`src/hdl/tdsm_pkg.sv`:
```
// ----------------------------------------------------------------------------
// tdsm_pkg
// Shared constants, types and fixed-point helpers of the tridiagonal block.
// ----------------------------------------------------------------------------
package tdsm_pkg;

  localparam int MAX_DIM = 64;
  localparam int ROW_W   = $clog2(MAX_DIM);
  localparam int SIZE_W  = 7;

  localparam logic [3:0] OP_SET_DIAG   = 4'd0;
  localparam logic [3:0] OP_SET_UPPER  = 4'd1;
  localparam logic [3:0] OP_SET_LOWER  = 4'd2;
  localparam logic [3:0] OP_ADD_DIAG   = 4'd3;
  localparam logic [3:0] OP_ADD_UPPER  = 4'd4;
  localparam logic [3:0] OP_ADD_LOWER  = 4'd5;
  localparam logic [3:0] OP_SCL_DIAG   = 4'd6;
  localparam logic [3:0] OP_SCL_UPPER  = 4'd7;
  localparam logic [3:0] OP_SCL_LOWER  = 4'd8;
  localparam logic [3:0] OP_LOAD_VEC   = 4'd9;
  localparam logic [3:0] OP_SOLVE      = 4'd10;
  localparam logic [3:0] OP_MULTIPLY   = 4'd11;

  localparam logic signed [31:0] Q_MAX = 32'sh7FFF_FFFF;
  localparam logic signed [31:0] Q_MIN = 32'sh8000_0000;

  typedef struct packed {
    logic               start;
    logic signed [31:0] num;
    logic signed [31:0] den;
  } div_req_t;

  typedef struct packed {
    logic               done;
    logic               zero;
    logic signed [31:0] quot;
  } div_rsp_t;

  function automatic logic signed [31:0] sat34(input logic signed [33:0] v);
    logic signed [31:0] r;
    if (v > 34'(Q_MAX)) r = Q_MAX;
    else if (v < 34'(Q_MIN)) r = Q_MIN;
    else r = v[31:0];
    return r;
  endfunction

  function automatic logic signed [31:0] qtrunc(input logic signed [63:0] p);
    logic signed [63:0] adj;
    logic signed [47:0] s;
    logic signed [31:0] r;
    adj = p + (p[63] ? 64'sd65535 : 64'sd0);
    s   = adj[63:16];
    if (s > 48'(Q_MAX)) r = Q_MAX;
    else if (s < 48'(Q_MIN)) r = Q_MIN;
    else r = s[31:0];
    return r;
  endfunction

endpackage

```
`src/hdl/tdsm_div.sv`:
```
// ----------------------------------------------------------------------------
// tdsm_div
// Q16.16 divider, one quotient bit per cycle, truncating and saturating.
// ----------------------------------------------------------------------------
module tdsm_div (
  input  logic               clk,
  input  logic               rst,
  input  tdsm_pkg::div_req_t req,
  output tdsm_pkg::div_rsp_t rsp
);
  import tdsm_pkg::*;

  logic        busy;
  logic [5:0]  cnt;
  logic [47:0] dvd;
  logic [31:0] rem;
  logic [31:0] dsr;
  logic [47:0] quo;
  logic        neg;
  logic [32:0] sh;
  logic        take;
  logic [47:0] quo_next;
  logic [31:0] num_mag;
  logic [31:0] den_mag;

  assign num_mag  = req.num[31] ? 32'(-req.num) : req.num;
  assign den_mag  = req.den[31] ? 32'(-req.den) : req.den;
  assign sh       = {rem, dvd[47]};
  assign take     = sh >= {1'b0, dsr};
  assign quo_next = {quo[46:0], take};

  always_ff @(posedge clk) begin
    if (rst) begin
      busy     <= 1'b0;
      rsp.done <= 1'b0;
    end else begin
      rsp.done <= 1'b0;
      if (busy) begin
        rem <= take ? 32'(sh - {1'b0, dsr}) : sh[31:0];
        dvd <= {dvd[46:0], 1'b0};
        quo <= quo_next;
        cnt <= cnt + 6'd1;
        if (cnt == 6'd47) begin
          busy     <= 1'b0;
          rsp.done <= 1'b1;
          rsp.zero <= 1'b0;
          if (neg) rsp.quot <= (quo_next > 48'h8000_0000) ? Q_MIN : 32'(-quo_next[31:0]);
          else rsp.quot <= (quo_next > 48'h7FFF_FFFF) ? Q_MAX : quo_next[31:0];
        end
      end else if (req.start) begin
        if (req.den == 32'sd0) begin
          rsp.done <= 1'b1;
          rsp.zero <= 1'b1;
          rsp.quot <= req.num[31] ? Q_MIN : Q_MAX;
        end else begin
          busy <= 1'b1;
          dvd  <= {num_mag, 16'h0000};
          rem  <= 32'd0;
          quo  <= 48'd0;
          dsr  <= den_mag;
          neg  <= req.num[31] ^ req.den[31];
          cnt  <= 6'd0;
        end
      end
    end
  end

endmodule
```
`config.mk`:
```
export PLATFORM = sky130hd
export DESIGN_NAME = tdsm_div
export DESIGN_NICKNAME = d
export VERILOG_FILES = /design/src/hdl/tdsm_pkg.sv /design/src/hdl/tdsm_div.sv
export SDC_FILE = /design/constraint.sdc
export NUM_CORES = 1
export LEC_CHECK = 0
export BUFFER_PORTS_ARGS = -buffer_cell sky130_fd_sc_hd__buf_2
export CAP_MARGIN = 20
export CORE_MARGIN = 3
export CORE_UTILIZATION = 30
export CTS_CLUSTER_DIAMETER = 150
export DETAILED_ROUTE_END_ITERATION = 8
export GPL_TIMING_DRIVEN = 0
export PLACE_DENSITY_LB_ADDON = 0.2
export SYNTH_ARGS = -nofsm -noshare
export SYNTH_HDL_FRONTEND = slang
export SYNTH_SLANG_ARGS = --single-unit
```
`constraint.sdc`:
```
create_clock -name clk -period 8.3 [get_ports clk]
set_input_delay 1.66 -clock clk [delete_from_list [all_inputs] [get_ports clk]]
set_output_delay 1.66 -clock clk [all_outputs]
set_load 0.01 [all_outputs]
```
==> results.json <==
{
  "cts_hold_buf": 0,
  "post_cts_buffers": 0,
  "ys.flop_type": "edfxtp_1",
  "grt_setup_unrepaired": "false",
  "synth_edf_count": 183,
  "utilization_pct": 35.60,
  "top_layer": "met4",
  "cpPeakStageDelay_ns": 0.49,
  "io_pins": 101,
  "fp-row-count": 70,
  "io_buffers": 98,
  "finalCriticalPeriod_ns": 5.372,
  "hold_violations": 0,
  "p_leak_nw": 4.778,
  "antenna_cells": 0,
  "critPathMaxFanout": 10,
  "startpoint_type": "flop",
  "vias": 8841,
  "clockPowerShare_pct": 35.0,
  "htree_levels": 4,
  "holdWs_ns": 0.5308,
  "fmax_mhz": 186.1,
  "final_nets": 1344,
  "p_comb_share_pct": 17.1,
  "wl_met1_um": 14770,
  "p_seq_share_pct": 47.9,
  "die_w_um": 198.9,
  "post-route-period-util_pct": 64.72,
  "post_synth_inst_count": 1115,
  "avgSynthCellArea_um2": 10.02,
  "cap_violations": 0,
  "start_util_pct": 30.50,
  "critPathArrivalTime_ns": 5.65,
  "met2_wirelength_um": 13740,
  "status": "finished, final reports clean",
  "hpwlAfterDp_um": 22530,
  "core-area_um2": 36610,
  "grt_pass1_vias": 8615,
  "switching_share_pct": 28.21,
  "maxSlewViolCount": 0,
  "worstPathCellList": "ha_1, a21o_1, a221o_1, a21oi_1, nand3_1, o2111ai_1, a31o_1, nand2_1, inv_2, buf_2, buf_2, ha_1, nand2_2, or4_4, nor2_2, a21boi_2, a21o_4, o21ai_1, nor2b_1",
  "yosysWarnings": 0,
  "netlist_area_um2": 11170,
  "clk_path_buf_depth": 2,
  "drt_iter0_drc": 613,
  "gp_congestion": 0.8261,
  "fin_ws_ns": 2.928,
  "finalSetupViolations": 0,
  "setup.worst_path.class": "reg -> reg",
  "dp_worst_setup_slack_ns": 2.942,
  "powerDensity_nw_per_um2": 180.1,
  "drc": 0,
  "numCtsBuffers": 17,
  "fillCellCount": 3729,
  "layout_common_cells": "edfxtp_1, nand2_1, buf_2",
  "required_ns": 8.58,
  "clk_latency_ns": 0.45,
  "setup_tns_ns": 0,
  "cts_tree": "yes",
  "end_kind": "flop",
  "die_area_um2": 39580,
  "grt-ovfl-total": 0,
  "synth_seq_area_share_pct": 49.57,
  "firstDrtPassIters": 6,
  "ir_drop_v": 0.0001534,
  "die_h_um": 198.9,
  "critPathTopFamily": "compound AO/OA/AOI/OAI gates",
  "grt_pass1_wl_um": 47680,
  "wl_um": 30190,
  "synth_fp_nets": 1219,
  "ys_ff_latch": 185,
  "power.internal_mw": 1.685,
  "synth.distinct_cells": 75,
  "ctsResizeCount": 0,
  "max-slew-margin-rel_pct": 36.47,
  "wl_met3_um": 1323,
  "antenna_found_initial": 0,
  "wl_per_cell_um": 17.54,
  "clk_pin_slew_ns": 0.07,
  "hold_path_class": "reg -> reg",
  "syn_to_final_growth_pct": 16.73,
  "vias_per_cell": 5.137,
  "grt_max_degree": 30,
  "grtUsageTotal_pct": 15.48,
  "worst_pin_slew_ns": 0.9443,
  "critPathSlowestCell": "or4_4",
  "final_common_cell": "edfxtp_1",
  "root_buffer": "clkbuf_16",
  "netSwitchingPower_mw": 0.6624,
  "clock-sinks": 185,
  "drive_above_1_share_pct": 14.76,
  "worst_clock_skew_ns": 0.01546,
  "crit_buf_inv": 3,
  "ant_nets": 0,
  "async_flop_share_pct": 0
}
-- routing by layer --
layer | global-route usage, % | vias up
met5 | 0 | -
met3 | 2.354 | 25
met1 | 22.00 | 4232
met4 | 4.112 | 0
li1 | - | 4349
met2 | 24.72 | 235
-- worst register-to-register path: cells and delay by family, from the launching register on --
| family | cells | cell delay, ns |
|---|---|---|
| compound gates | 8 | 1.83 |
| simple gates | 6 | 1.36 |
| buf+inv | 3 | 0.86 |
| fa+ha+maj | 2 | 0.76 |
| flops | 1 | 0.41 |
-- metrics by stage --
stage | total power, mW | instance area, um^2 | instances
2_1_floorplan | 1.411 | 11170 | 1115
3_3_place_gp | 1.538 | 12250 | 1681
3_5_place_dp | 1.547 | 12460 | 1689
4_1_cts | 2.369 | 13040 | 1721
5_1_grt | 2.460 | 13040 | 1721
6_report | 2.348 | 13040 | 1721
-- synthesized netlist by cell type (4+ instances only) --
library cell / instances / area [um^2]
edfxtp_1: 183 / 5495
nand2_1: 133 / 499.2
a21oi_1: 74 / 370.4
o21ai_0: 72 / 360.4
nor2_1: 62 / 232.7
and2_1: 49 / 306.5
inv_1: 47 / 176.4
xnor2_1: 46 / 402.9
xor2_1: 45 / 394.1
ha_1: 36 / 450.4
clkbuf_1: 35 / 131.4
o21ai_1: 33 / 165.2
nand3_1: 28 / 140.1
o31ai_1: 22 / 165.2
nor3_1: 21 / 105.1
nor4_1: 16 / 100.1
a211oi_1: 13 / 97.59
a21o_1: 13 / 97.59
a31oi_1: 12 / 75.07
or3_1: 12 / 75.07
nor2b_1: 11 / 68.82
nand4_1: 9 / 56.30
o41ai_1: 9 / 78.83
nand2b_1: 8 / 50.05
or2_2: 8 / 50.05
or4_1: 8 / 60.06
buf_2: 7 / 35.03
o211ai_1: 7 / 52.55
and3_1: 5 / 31.28
mux2i_1: 5 / 50.05
o22ai_1: 5 / 31.28
a211o_1: 4 / 35.03
buf_6: 4 / 45.04
nand3b_1: 4 / 30.03
o21a_1: 4 / 30.03
o21bai_1: 4 / 30.03
-- power groups by stage --
stage	clock, mW	combinational [mW]	sequential (mW)
floorplan	0	0.274	1.14
global placement	0	0.387	1.15
detailed placement	0	0.404	1.14
CTS	0.841	0.405	1.12
global route	0.878	0.453	1.13
finish	0.821	0.402	1.12
-- sequential cells by signal, indices dropped and copies added, names as in the netlist --
| signal | flops |
|---|---|
| busy | 1 |
| cnt | 6 |
| dsr | 32 |
| dvd | 32 |
| neg | 1 |
| quo | 47 |
| rem | 32 |
| rsp | 34 |
-- area by class of cell --
class	instances	area, um^2	share of cell area (%)
Tap cell	468	585.6	4.492
Inverter	48	180.2	1.382
Clock buffer	21	460.4	3.532
Clock inverter	11	111.4	0.8543
Sequential cell	185	5535	42.46
Buffer	54	274.0	2.102
Multi-Input combinational cell	828	5213	39.99
Timing Repair Buffer	106	675.6	5.183
-- final timing paths --
path | startpoint | to | depth (start not counted) | slack [ns]
hold reg to reg | dvd[34]$_DFFE_PP_ | dvd[35]$_DFFE_PP_ | 2 | 0.53
setup reg to reg | rem[9]$_SDFFCE_PN0P_ | rsp[25]$_DFFE_PP_ | 19 | 2.93
setup / recovery | rem[9]$_SDFFCE_PN0P_ | rsp[25]$_DFFE_PP_ | 19 | 2.93
hold / removal | dvd[34]$_DFFE_PP_ | dvd[35]$_DFFE_PP_ | 2 | 0.53
-- cells by family (layout without fill, tap and decap cells) --
group / count (synthesis) / count (layout) / synth area share (%)
buffers and inverters: 102 / 240 / 4.067
xor gates and xnor gates: 91 / 91 / 7.137
muxes: 7 / 7 / 0.6499
DFF: 185 / 185 / 49.57
adders and majority gates: 37 / 37 / 4.213
AOI/OAI and AO/OA: 298 / 298 / 16.53
and+or+nand+nor: 395 / 395 / 17.84
Power figures use the tool's default switching activity.
